==> config.mk <==
export PLATFORM = sky130hd
export DESIGN_NAME = text_field_locator_core_flat
export DESIGN_NICKNAME = d
export VERILOG_FILES = /design/src/design/tfl_pkg.sv /design/src/design/tfl_in_if.sv /design/src/design/tfl_out_if.sv /design/src/design/text_field_locator_core.sv /design/src/flat_wrapper.sv
export SDC_FILE = /design/constraint.sdc
export NUM_CORES = 1
export LEC_CHECK = 0
export BUFFER_PORTS_ARGS = -buffer_cell sky130_fd_sc_hd__buf_2
export CORE_MARGIN = 1.5
export CORE_UTILIZATION = 61
export DETAILED_ROUTE_END_ITERATION = 12
export PLACE_DENSITY = 0.81
export SKIP_CTS_REPAIR_TIMING = 1
export SYNTH_ARGS = -nofsm -noshare
export SYNTH_HDL_FRONTEND = slang
export SYNTH_SLANG_ARGS = --single-unit
==> constraint.sdc <==
create_clock -name i_clk -period 5.86 [get_ports i_clk]
set_input_delay 1.172 -clock i_clk [delete_from_list [all_inputs] [get_ports i_clk]]
set_output_delay 1.172 -clock i_clk [all_outputs]
set_load 0.01 [all_outputs]
==> src/design/tfl_pkg.sv <==
// Shared types, widths and register codes of the text field locator.
package tfl_pkg;

    // Field widths of the stream items
    localparam int BYTE_W   = 8;
    localparam int OFFSET_W = 10;

    // Configuration port widths and default line limit
    localparam int CFG_IDX_W  = 3;
    localparam int CFG_DATA_W = 9;
    localparam int LINE_LIMIT_DEF = 512;

    // Locator counter widths
    localparam int COUNT_W = 8;
    localparam int SKIP_W  = 9;

    // Configuration register indexes
    localparam logic [CFG_IDX_W-1:0] CFG_START_FIELD_COUNT = 3'd0;
    localparam logic [CFG_IDX_W-1:0] CFG_START_BYTE_SKIP   = 3'd1;
    localparam logic [CFG_IDX_W-1:0] CFG_END_FIELD_COUNT   = 3'd2;
    localparam logic [CFG_IDX_W-1:0] CFG_END_BYTE_SKIP     = 3'd3;
    localparam logic [CFG_IDX_W-1:0] CFG_SKIP_LEADING      = 3'd4;
    localparam logic [CFG_IDX_W-1:0] CFG_TRIM_TRAILING     = 3'd5;
    localparam logic [CFG_IDX_W-1:0] CFG_SEPARATOR         = 3'd6;

    // Locator phase: walk fields, skip blanks, skip bytes, done
    typedef enum logic [3:0] {
        PH_WALK  = 4'b0001,
        PH_BLANK = 4'b0010,
        PH_BYTES = 4'b0100,
        PH_DONE  = 4'b1000
    } t_phase;

    // Per-locator walk state
    typedef struct packed {
        t_phase               phase;
        logic [COUNT_W-1:0]   passed;
        logic [SKIP_W-1:0]    left;
    } t_loc;

endpackage

==> src/design/tfl_in_if.sv <==
// Input channel: one line byte or a line end marker per transfer.
interface tfl_in_if;
    import tfl_pkg::*;

    logic              valid;
    logic              ready;
    logic [BYTE_W-1:0] line_byte;
    logic              line_end;

    modport source (output valid, output line_byte, output line_end, input ready);
    modport sink   (input valid, input line_byte, input line_end, output ready);
endinterface

==> src/design/tfl_out_if.sv <==
// Output channel: located field offsets and the overlong-line flag.
interface tfl_out_if;
    import tfl_pkg::*;

    logic                valid;
    logic                ready;
    logic [OFFSET_W-1:0] field_start;
    logic [OFFSET_W-1:0] field_end;
    logic                line_too_long;

    modport source (output valid, output field_start, output field_end,
                    output line_too_long, input ready);
    modport sink   (input valid, input field_start, input field_end,
                    input line_too_long, output ready);
endinterface

==> src/design/text_field_locator_core.sv <==
// Top level of the text field locator: per-byte field walk and result register.
//
// Usage: a line streams in on i_in, one byte per transfer, closed by a transfer
// with line_end set (its line_byte is ignored). For each line end one result
// leaves on o_out: field_start and field_end offsets of the configured field
// and line_too_long when the line ran past LINE_LIMIT bytes (offsets then
// saturate at the limit). Byte transfers produce no result.
// Throughput: one input transfer per cycle while i_in is ready, bytes and
// line ends alike; a byte updates only line state, both locators included.
// Latency: the result is valid the cycle after the line end transfer, from a
// single output register.
// Stall: while o_out holds an untaken result, i_in stays ready only if that
// result is taken in the same cycle; otherwise input waits.
// Reset: synchronous, active low; clears line state and the result valid flag,
// and loads register defaults (all zero, end field count -1 meaning line end).
// Configuration: write i_cfg_data to register i_cfg_idx when i_cfg_we is high;
// unknown indexes are dropped. Writes take effect from the next byte.
module text_field_locator_core #(
    parameter int LINE_LIMIT = tfl_pkg::LINE_LIMIT_DEF
) (
    input  logic                            i_clk,
    input  logic                            i_rst_n,
    input  logic                            i_cfg_we,
    input  logic [tfl_pkg::CFG_IDX_W-1:0]   i_cfg_idx,
    input  logic [tfl_pkg::CFG_DATA_W-1:0]  i_cfg_data,
    tfl_in_if.sink                          i_in,
    tfl_out_if.source                       o_out
);
    import tfl_pkg::*;

    localparam int POS_W = $clog2(LINE_LIMIT + 1);

    // Configuration registers
    logic [COUNT_W-1:0]     r_start_count;
    logic [SKIP_W-1:0]      r_start_skip;
    logic signed [8:0]      r_end_count;
    logic [SKIP_W-1:0]      r_end_skip;
    logic                   r_skip_blanks;
    logic                   r_trim;
    logic [BYTE_W-1:0]      r_sep;

    // Line state
    logic [POS_W-1:0]       r_pos;
    logic                   r_in_word;
    t_loc                   r_start;
    t_loc                   r_end;
    logic [POS_W-1:0]       r_start_off;
    logic [POS_W-1:0]       r_end_off;
    logic [POS_W-1:0]       r_last_nb;
    logic [POS_W-1:0]       r_trim_lim;
    logic                   r_ovf;

    // Result register
    logic                   r_out_valid;
    logic [OFFSET_W-1:0]    r_out_start;
    logic [OFFSET_W-1:0]    r_out_end;
    logic                   r_out_long;

    logic                   in_acc;
    logic                   byte_acc;
    logic                   end_acc;
    logic [BYTE_W-1:0]      c;
    logic                   blank;
    logic                   end_neg;
    logic                   room;
    t_loc                   n_start;
    t_loc                   n_end;
    logic [POS_W-1:0]       res_s;
    logic [POS_W-1:0]       res_ep;
    logic [POS_W-1:0]       res_tl;
    logic [POS_W-1:0]       res_pick;
    logic [POS_W-1:0]       res_e;

    // Advance one locator over the current byte
    function automatic t_loc f_locate(
        input t_loc                st,
        input logic [COUNT_W-1:0]  count,
        input logic [SKIP_W-1:0]   nskip,
        input logic [BYTE_W-1:0]   cb,
        input logic                bl,
        input logic                in_word,
        input logic [BYTE_W-1:0]   sep,
        input logic                skipbl
    );
        t_loc n;
        logic stop;
        n    = st;
        stop = 1'b0;
        if (n.phase == PH_WALK) begin
            if (n.passed == count) begin
                n.phase = skipbl ? PH_BLANK : PH_BYTES;
                n.left  = nskip;
            end else if (sep != '0) begin
                if (cb == sep) n.passed = n.passed + 1'b1;
                stop = 1'b1;
            end else if (bl && in_word) begin
                n.passed = n.passed + 1'b1;
                if (n.passed == count) begin
                    // this blank belongs to the next phase
                    n.phase = skipbl ? PH_BLANK : PH_BYTES;
                    n.left  = nskip;
                end else begin
                    stop = 1'b1;
                end
            end else begin
                stop = 1'b1;
            end
        end
        if (!stop && n.phase == PH_BLANK) begin
            if (bl) stop = 1'b1;
            else    n.phase = PH_BYTES;
        end
        if (!stop && n.phase == PH_BYTES) begin
            if (n.left == '0) n.phase = PH_DONE;
            else              n.left  = n.left - 1'b1;
        end
        return n;
    endfunction

    // Handshake: accept while the result register is empty or draining
    assign i_in.ready = !r_out_valid || o_out.ready;
    assign in_acc     = i_in.valid && i_in.ready;
    assign byte_acc   = in_acc && !i_in.line_end;
    assign end_acc    = in_acc && i_in.line_end;

    assign o_out.valid         = r_out_valid;
    assign o_out.field_start   = r_out_start;
    assign o_out.field_end     = r_out_end;
    assign o_out.line_too_long = r_out_long;

    // Classify the byte and step both locators
    always_comb begin
        c       = i_in.line_byte;
        blank   = (c == 8'h20) || (c >= 8'h09 && c <= 8'h0d);
        end_neg = r_end_count[8];
        room    = r_pos < POS_W'(LINE_LIMIT);
        n_start = f_locate(r_start, r_start_count, r_start_skip, c, blank,
                           r_in_word, r_sep, r_skip_blanks);
        n_end   = f_locate(r_end, r_end_count[7:0], r_end_skip, c, blank,
                           r_in_word, r_sep, r_skip_blanks);
    end

    // Resolve the field bounds at line end
    always_comb begin
        res_s    = (r_start.phase == PH_DONE) ? r_start_off : r_pos;
        res_ep   = (r_end.phase == PH_DONE) ? r_end_off : r_pos;
        res_tl   = (r_end.phase == PH_DONE) ? r_trim_lim : r_last_nb;
        res_pick = r_trim ? res_tl : res_ep;
        if (end_neg)               res_e = r_pos;
        else if (res_pick < res_s) res_e = res_s;
        else                       res_e = res_pick;
    end

    // Control state: configuration, line state, result valid
    always_ff @(posedge i_clk) begin
        if (!i_rst_n) begin
            r_start_count <= '0;
            r_start_skip  <= '0;
            r_end_count   <= -9'sd1;
            r_end_skip    <= '0;
            r_skip_blanks <= 1'b0;
            r_trim        <= 1'b0;
            r_sep         <= '0;
            r_pos         <= '0;
            r_in_word     <= 1'b0;
            r_start       <= '{phase: PH_WALK, passed: '0, left: '0};
            r_end         <= '{phase: PH_WALK, passed: '0, left: '0};
            r_start_off   <= '0;
            r_end_off     <= '0;
            r_last_nb     <= '0;
            r_trim_lim    <= '0;
            r_ovf         <= 1'b0;
            r_out_valid   <= 1'b0;
        end else begin
            // Register writes
            if (i_cfg_we) begin
                case (i_cfg_idx)
                    CFG_START_FIELD_COUNT: r_start_count <= i_cfg_data[COUNT_W-1:0];
                    CFG_START_BYTE_SKIP:   r_start_skip  <= i_cfg_data;
                    CFG_END_FIELD_COUNT:   r_end_count   <= i_cfg_data;
                    CFG_END_BYTE_SKIP:     r_end_skip    <= i_cfg_data;
                    CFG_SKIP_LEADING:      r_skip_blanks <= i_cfg_data[0];
                    CFG_TRIM_TRAILING:     r_trim        <= i_cfg_data[0];
                    CFG_SEPARATOR:         r_sep         <= i_cfg_data[BYTE_W-1:0];
                    default: ;
                endcase
            end

            // Line state: clear at line end, advance on each byte within the line limit
            if (end_acc) begin
                r_pos       <= '0;
                r_in_word   <= 1'b0;
                r_start     <= '{phase: PH_WALK, passed: '0, left: '0};
                r_end       <= '{phase: PH_WALK, passed: '0, left: '0};
                r_start_off <= '0;
                r_end_off   <= '0;
                r_last_nb   <= '0;
                r_trim_lim  <= '0;
                r_ovf       <= 1'b0;
            end else if (byte_acc) begin
                if (!room) begin
                    r_ovf <= 1'b1;
                end else begin
                    r_start <= n_start;
                    if (r_start.phase != PH_DONE && n_start.phase == PH_DONE)
                        r_start_off <= r_pos;
                    if (!end_neg && r_end.phase != PH_DONE) begin
                        r_end <= n_end;
                        if (n_end.phase == PH_DONE) begin
                            r_end_off  <= r_pos;
                            r_trim_lim <= r_last_nb;
                        end
                    end
                    if (!blank) r_last_nb <= r_pos + 1'b1;
                    r_in_word <= !blank;
                    r_pos     <= r_pos + 1'b1;
                end
            end

            // Result valid: load on line end, drop once transferred
            if (end_acc)
                r_out_valid <= 1'b1;
            else if (o_out.ready)
                r_out_valid <= 1'b0;
        end
    end

    // Result payload
    always_ff @(posedge i_clk) begin
        if (end_acc) begin
            r_out_start <= OFFSET_W'(res_s);
            r_out_end   <= OFFSET_W'(res_e);
            r_out_long  <= r_ovf;
        end
    end

endmodule

==> src/flat_wrapper.sv <==
// flat-port wrapper written by rule: the top's interface ports become plain ports
module text_field_locator_core_flat import tfl_pkg::*;
#(
    parameter int LINE_LIMIT = tfl_pkg::LINE_LIMIT_DEF
)
  (i_clk, i_rst_n, i_cfg_we, i_cfg_idx, i_cfg_data, i_in_valid, i_in_line_byte, i_in_line_end, i_in_ready, o_out_valid, o_out_field_start, o_out_field_end, o_out_line_too_long, o_out_ready);
  tfl_in_if i_in_i ();
  tfl_out_if o_out_i ();
  input  logic i_clk;
  input  logic i_rst_n;
  input  logic i_cfg_we;
  input  logic [tfl_pkg::CFG_IDX_W-1:0] i_cfg_idx;
  input  logic [tfl_pkg::CFG_DATA_W-1:0] i_cfg_data;
  input wire logic [$bits(i_in_i.valid)-1:0] i_in_valid;
  input wire logic [$bits(i_in_i.line_byte)-1:0] i_in_line_byte;
  input wire logic [$bits(i_in_i.line_end)-1:0] i_in_line_end;
  output wire logic [$bits(i_in_i.ready)-1:0] i_in_ready;
  output wire logic [$bits(o_out_i.valid)-1:0] o_out_valid;
  output wire logic [$bits(o_out_i.field_start)-1:0] o_out_field_start;
  output wire logic [$bits(o_out_i.field_end)-1:0] o_out_field_end;
  output wire logic [$bits(o_out_i.line_too_long)-1:0] o_out_line_too_long;
  input wire logic [$bits(o_out_i.ready)-1:0] o_out_ready;
  assign i_in_i.valid = i_in_valid;
  assign i_in_i.line_byte = i_in_line_byte;
  assign i_in_i.line_end = i_in_line_end;
  assign i_in_ready = i_in_i.ready;
  assign o_out_valid = o_out_i.valid;
  assign o_out_field_start = o_out_i.field_start;
  assign o_out_field_end = o_out_i.field_end;
  assign o_out_line_too_long = o_out_i.line_too_long;
  assign o_out_i.ready = o_out_ready;
  text_field_locator_core #(.LINE_LIMIT(LINE_LIMIT)) u_core (.i_clk(i_clk), .i_rst_n(i_rst_n), .i_cfg_we(i_cfg_we), .i_cfg_idx(i_cfg_idx), .i_cfg_data(i_cfg_data), .i_in(i_in_i), .o_out(o_out_i));
endmodule
# Word-level counts from Yosys, hierarchy flattened
# Cells that the tools add are included.
dict set report totals {
  input_bits 26
  word_cells 163
  register_bits 161
  output_inout_bits 23
}
dict set report classes {
  n_reduce_logical 43
  bitwise 5
  n_eq_ne 25
  order_cmp 4
  addsub 5
  mux 57
}
# operator n
set op_table {}
lappend op_table {{9-bit two-way mux} 10}
lappend op_table {{21-bit two-way mux} 4}
lappend op_table {{10-bit two-way mux} 6}
lappend op_table {{4-bit two-way mux} 14}
lappend op_table {{8-bit two-way mux} 6}
lappend op_table {{8-bit == test} 5}
lappend op_table {{9-bit zero test} 2}
lappend op_table {{2-bit AND reduction} 9}
lappend op_table {{9-bit by 1-bit subtractor with 9-bit output, second input constant} 2}
lappend op_table {{8-bit by 1-bit adder with 8-bit output, second input constant} 2}
lappend op_table {{4-bit == test, second input constant} 4}
lappend op_table {{1-bit two-way mux} 16}
lappend op_table {{1-bit logical AND} 11}
lappend op_table {{10-bit by 1-bit adder with 10-bit output, second input constant} 1}
lappend op_table {{10-bit < comparator} 1}
lappend op_table {{10-bit < comparator, second input constant} 1}
lappend op_table {{3-bit == test, second input constant} 3}
lappend op_table {{3-bit AND reduction} 3}
lappend op_table {{4-bit by 1-bit == test with 1-bit output, second input constant} 2}
lappend op_table {{4-bit by 2-bit == test with 1-bit output, second input constant} 2}
lappend op_table {{4-bit by 3-bit == test with 1-bit output, second input constant} 2}
lappend op_table {{8-bit by 6-bit == test with 1-bit output, second input constant} 1}
lappend op_table {{8-bit by 4-bit greater-or-equal comparator with 1-bit output, second input constant} 1}
lappend op_table {{8-bit by 4-bit <= comparator with 1-bit output, second input constant} 1}
lappend op_table {{other kinds (15)} 30}

# Logic depth before layout (Yosys ltp)
dict set report depth {
  word_depth 17
  depth_mapped 17
}

# Worst setup path after synthesis
# Ideal clock, no wire load.
dict set report synth_timing {
  path_type {input -> register}
  from {in i_in_line_byte[1]}
  to {reg u_core.r_end[5] (netlist bit)}
  arrival_time_ns 5.029
  required_ns 5.783
  stages 15
  path_slack_ns 0.754
  path_cell_list {or4b_1 -> a211oi_1 -> o21ai_1 -> or4_4 -> a21o_1 -> buf_6 -> clkbuf_1 -> mux2i_1 -> ha_1 -> nand3_1 -> nor2_1 -> mux2_4 -> or4_4 -> or3_1 -> a41oi_2}
}
dict set report synth_between {
  elab_chain_len 14
  word_cells_on_any_way 30
  classes_between {add/sub (1); order compare (2); eq/ne (3); mux (16); reduce/logical (8)}
}
# item line
set synth_lines {}
lappend synth_lines {{from (decl)} flat_wrapper.sv:15} ;# input wire logic [$bits(i_in_i.line_byte)-1:0] i_in_line_byte;
lappend synth_lines {{8-bit by 4-bit greater-or-equal comparator with 1-bit output / 8-bit by 4-bit <= comparator with 1-bit output (equally long branches)} text_field_locator_core.sv:134} ;# blank = (c == 8'h20) || (c >= 8'h09 && c <= 8'h0d);
lappend synth_lines {{1-bit logical AND} text_field_locator_core.sv:134}
lappend synth_lines {{1-bit logical OR (*)} text_field_locator_core.sv:134}
lappend synth_lines {{branches (longest 10 deep; another with 9-bit by 1-bit subtractor with 9-bit output)} --}
lappend synth_lines {{9-bit two-way mux (*)} text_field_locator_core.sv:113} ;# if (!stop && n.phase == PH_BYTES) begin
lappend synth_lines {{to (signal assigned)} text_field_locator_core.sv:167} ;# r_end <= '{phase: PH_WALK, passed: '0, left: '0};
lappend synth_lines {{to (signal assigned)} text_field_locator_core.sv:194} ;# r_end <= '{phase: PH_WALK, passed: '0, left: '0};
lappend synth_lines {{to (signal assigned)} text_field_locator_core.sv:208} ;# r_end <= n_end;
lappend synth_lines {{to (decl)} text_field_locator_core.sv:46} ;# t_loc r_end;
# Every way passes the cells marked *. The select of a mux whose other input is x is not followed.
# A chain may end at the register's enable or synchronous reset.

# Worst setup path in the final report
dict set report layout_timing {
  from {in i_in_line_byte[1]}
  to {reg u_core.r_end_off[3]}
}
dict set report layout_between {
  elab_chain_len 16
  word_cells_on_any_way 31
  classes_between {order compare (2); eq/ne (4); mux (16); reduce/logical (9)}
}
# item line
set layout_lines {}
lappend layout_lines {{8-bit by 4-bit greater-or-equal comparator with 1-bit output / 8-bit by 4-bit <= comparator with 1-bit output (equally long branches)} text_field_locator_core.sv:134}
lappend layout_lines {{1-bit logical AND} text_field_locator_core.sv:134}
lappend layout_lines {{1-bit logical OR (*)} text_field_locator_core.sv:134}
lappend layout_lines {{1-bit logical AND} text_field_locator_core.sv:96} ;# end else if (bl && in_word) begin
lappend layout_lines {{21-bit two-way mux / 1-bit two-way mux (equally long branches)} text_field_locator_core.sv:96}
lappend layout_lines {{4-bit two-way mux / 1-bit two-way mux (equally long branches)} text_field_locator_core.sv:93} ;# end else if (sep != '0) begin
lappend layout_lines {{4-bit two-way mux / 1-bit two-way mux (equally long branches)} text_field_locator_core.sv:90} ;# if (n.passed == count) begin
lappend layout_lines {{21-bit two-way mux / 1-bit two-way mux (equally long branches)} text_field_locator_core.sv:89} ;# if (n.phase == PH_WALK) begin
lappend layout_lines {{4-bit by 2-bit == test with 1-bit output / 1-bit zero test (equally long branches)} text_field_locator_core.sv:109} ;# if (!stop && n.phase == PH_BLANK) begin
lappend layout_lines {{1-bit logical AND} text_field_locator_core.sv:109}
lappend layout_lines {{4-bit two-way mux / 1-bit two-way mux (equally long branches)} text_field_locator_core.sv:109}
lappend layout_lines {{4-bit by 3-bit == test with 1-bit output / 1-bit zero test (equally long branches)} text_field_locator_core.sv:113}
lappend layout_lines {{1-bit logical AND} text_field_locator_core.sv:113}
lappend layout_lines {{4-bit two-way mux (*)} text_field_locator_core.sv:113}
lappend layout_lines {{4-bit == test (*)} text_field_locator_core.sv:209} ;# if (n_end.phase == PH_DONE) begin
lappend layout_lines {{4-bit AND reduction (no line) (*)} --}
lappend layout_lines {{to (signal assigned)} text_field_locator_core.sv:210} ;# r_end_off <= r_pos;
lappend layout_lines {{to (decl)} text_field_locator_core.sv:48} ;# logic [POS_W-1:0] r_end_off;
# Mark *: on every way between the ends. The rest lies on a longest branch, timed or not. The select of a mux whose other input is x is not followed.

==> flow_metrics.py <==
metrics = {
    "placement": {
        "port_buffers": 48,
        "dp_slack_ns": 0.2861,
        "gp_congestion": 0.9104,
        "dp_hpwl_mm": 14.29,
        "place_area_sq_um": 8937,
    },
    "critical_path": {
        "start_kind": "input port",
        "reg2reg_from": "u_core.r_end[9]$_SDFFE_PP0P_",
        "crit_arrival_ns": 5.45,
        "reg2reg_to": "u_core.r_end_off[3]$_SDFFE_PP0P_",
        "crit_path_end_kind": "register",
        "reg2reg_slack_ns": 1.59,
        "reg2reg_depth": 15,
        "crit_fanout": 15,
        "timing_worst_setup_path_type": "in -> reg",
        "worstPathRequired_ns": 6.17,
    },
    "cts": {
        "clkTransAtPathRegs_ns": 0.06,
        "clock_latency_ns": 0.43,
        "cts_buffers": 17,
        "cts_tree": "done",
        "clock_path_buffers": 2,
        "cts_sinks": 161,
        "cts-root-buf": "clkbuf_16",
        "cts-htree-levels": 4,
    },
    "synth": {
        "synth_fp_nets": 1051,
        "synth_commonest_cells": "nand2_1, dfxtp_1, nor2_1",
        "synth_area_leaders": "dfxtp_1, nand2_1, edfxtp_1",
        "synth_most_common_cell": "nand2_1",
        "synth_area_sq_um": 8576,
        "yosysTopAreaCell": "dfxtp_1",
        "ys_seq_area_frac": 0.4004,
        "synth_edf_count": 21,
        "synth_area_per_cell_sq_um": 8.482,
        "yosysUniqueCellTypes": 67,
        "ys.flop_type": "dfxtp_1",
        "ys_warn_count": 0,
        "synth_top_area_share": 0.3268,
        "synth_seq_cells": 161,
        "syn_inst": 1011,
        "async_flop_share": 0,
    },
    "hold_path": {
        "hold_class": "reg -> reg",
        "hold_end": "u_core.r_end_off[9]$_SDFFE_PP0P_",
        "worstHoldPathCells": 2,
        "hold_start": "u_core.r_end_off[9]$_SDFFE_PP0P_",
    },
    "finish": {
        "area_growth_pct": 10.83,
        "fillers": 1088,
        "drive_above_1_share": 0.1242,
        "antenna_cells": 0,
        "nNetsFinal": 1074,
        "stdcell_area_sq_um": 9504,
    },
    "sta": {
        "slew_headroom": 0.2742,
        "fmaxAchievable_mhz": 194.5,
        "fin_crit_ns": 5.142,
        "maxSlewViolCount": 0,
        "finalHoldViolations": 0,
        "setup_slack_ns": 0.7175,
        "worst_pin_slew_ns": 1.085,
        "finalClockSkew_ns": 0.007839,
        "finalCritPeriodShare": 0.8776,
        "setup_tns_ns": 0,
        "rsz0062_at_grt": "no",
        "setup_viol": 0,
    },
    "global_route": {
        "grt_max_degree": 49,
        "grt_usage": 0.2872,
        "antenna_found_initial": 0,
        "grt_pass1_wl_mm": 33.87,
        "gr-total-overflow": 0,
        "grt_pass1_vias": 6968,
    },
    "route": {
        "drt_iter0_markers": 585,
        "route.met3.wl_mm": 1.177,
        "ant_nets": 0,
        "top_layer": "met4",
        "wl_met1_mm": 8.592,
        "dr.pass1.iters": 6,
        "drcViolationCount": 0,
        "num_vias": 7446,
        "wl_per_cell_microns": 16.47,
        "wl_mm": 20.20,
        "vias_per_cell": 6.068,
        "met2WireLength_mm": 9.987,
    },
    "power_and_ir_drop": {
        "p_leak_nw": 3.513,
        "power.density_nw_per_um2": 257.1,
        "ir_drop_v": 0.0002247,
    },
    "die": {
        "initial_core_util": 0.6202,
        "core_area_sq_um": 13830,
        "die_h_microns": 121.6,
        "io_pins": 49,
        "fp.dieW_microns": 121.6,
        "dieArea_sq_um": 14780,
        "std_cell_rows": 43,
    },
    "outcome": {
        "outcome": "finished, final reports clean",
    },
    "flow_run": {
        "max_cap_violations": 0,
    },
}
==> worst max-delay path: stages <==
cell and delay [ns]:
buf_2 0.12, or4b_1 0.51, a211oi_1 0.41, o21ai_1 0.24
or4_4 0.60, a21o_1 0.26, mux2i_1 0.18, ha_1 0.25
nand3_1 0.10, nor2_1 0.06, mux2i_1 0.21, a2bb2oi_1 0.82
nor2_1 0.12, buf_4 0.25, mux2i_1 0.14
==> through the flow <==
step,instances,hold WS [ns],total power [W],utilization
global route,1227,0.4558,0.002529,0.6874
global placement,1195,0.4149,0.001410,0.6464
floorplan,1011,0.4067,0.001342,-
finish,1227,0.4364,0.002444,0.6874
CTS,1227,0.4348,0.002456,0.6874
detailed placement,1195,0.4224,0.001413,0.6464
==> cell usage in the layout (no fill, tap or decap), types with 21 or more instances in the layout <==
| cell type | synthesis | final |
|---|---|---|
| inv_1 | 22 | 22 |
| a21oi_1 | 43 | 43 |
| dfxtp_1 | 140 | 140 |
| mux2i_1 | 44 | 44 |
| o21ai_0 | 39 | 39 |
| nand3_1 | 37 | 37 |
| a21boi_0 | 36 | 36 |
| nor3_1 | 28 | 27 |
| xor2_1 | 29 | 29 |
| edfxtp_1 | 21 | 21 |
| nor2_1 | 71 | 71 |
| xnor2_1 | 29 | 29 |
| nand2_1 | 192 | 191 |
| buf_2 | 3 | 48 |
==> cells by family after synthesis <==
logic type               share of synthesized area
AND/OR/NAND/NOR                             0.2348
multiplexers                               0.08462
adder cells (fa/ha/maj)                    0.02043
flip-flops                                  0.4003
AO/OA/AOI/OAI                               0.1643
XOR/XNOR                                   0.05923
buffers and inverters                      0.03633
==> sequential cells by signal, indices dropped and copies added (netlist names), 10 cells and up <==
name and cells:
u_core.o_out.field_start 10, u_core.r_start 21, u_core.r_pos 10, u_core.r_start_off 10, u_core.r_end 21, u_core.r_trim_lim 10, u_core.r_last_nb 10, u_core.o_out.field_end 10
u_core.r_end_off 10
==> power breakdown <==
group,switching [W],internal (W),leakage [nW]
clock network,0.000440,0.000610,0.272
logic,0.000144,0.0000888,1.91
registers,0.0000222,0.00114,1.33
total,0.000606,0.00184,3.51
==> per-layer routing <==
layer  GRT usage  vias up
met3     0.05337       26
met1      0.3569     3506
met2      0.4944      249
li1            -     3665
met4      0.1125        0
met5           0        -
==> worst max path at each step <==
stage                 startpoint                                 to  slack, ns  depth (start not counted)
4_1_cts        i_in_line_byte[1]   u_core.r_end_off[3]$_SDFFE_PP0P_       0.74                         15
6_report       i_in_line_byte[1]   u_core.r_end_off[3]$_SDFFE_PP0P_       0.72                         15
2_1_floorplan  i_in_line_byte[1]       u_core.r_end[5]$_SDFFE_PP0P_       0.75                         15
3_3_place_gp   i_in_line_byte[1]  u_core.r_trim_lim[0]$_SDFFE_PP0P_       0.46                         15
5_1_grt        i_in_line_byte[1]   u_core.r_end_off[3]$_SDFFE_PP0P_       0.33                         15
3_5_place_dp   i_in_line_byte[1]   u_core.r_end_off[3]$_SDFFE_PP0P_       0.29                         15
==> layout make-up <==
| class | instances | area, sq um | share of cell area |
|---|---|---|---|
| inverter | 22 | 82.58 | 0.008689 |
| multi-input combinational | 770 | 4851 | 0.5104 |
| clock inverter | 7 | 51.30 | 0.005398 |
| sequential | 161 | 3433 | 0.3612 |
| clock buffer | 25 | 515.5 | 0.05424 |
| tap | 180 | 225.2 | 0.02370 |
| timing repair buffer | 62 | 345.3 | 0.03633 |
(Power assumes the default switching activity.)
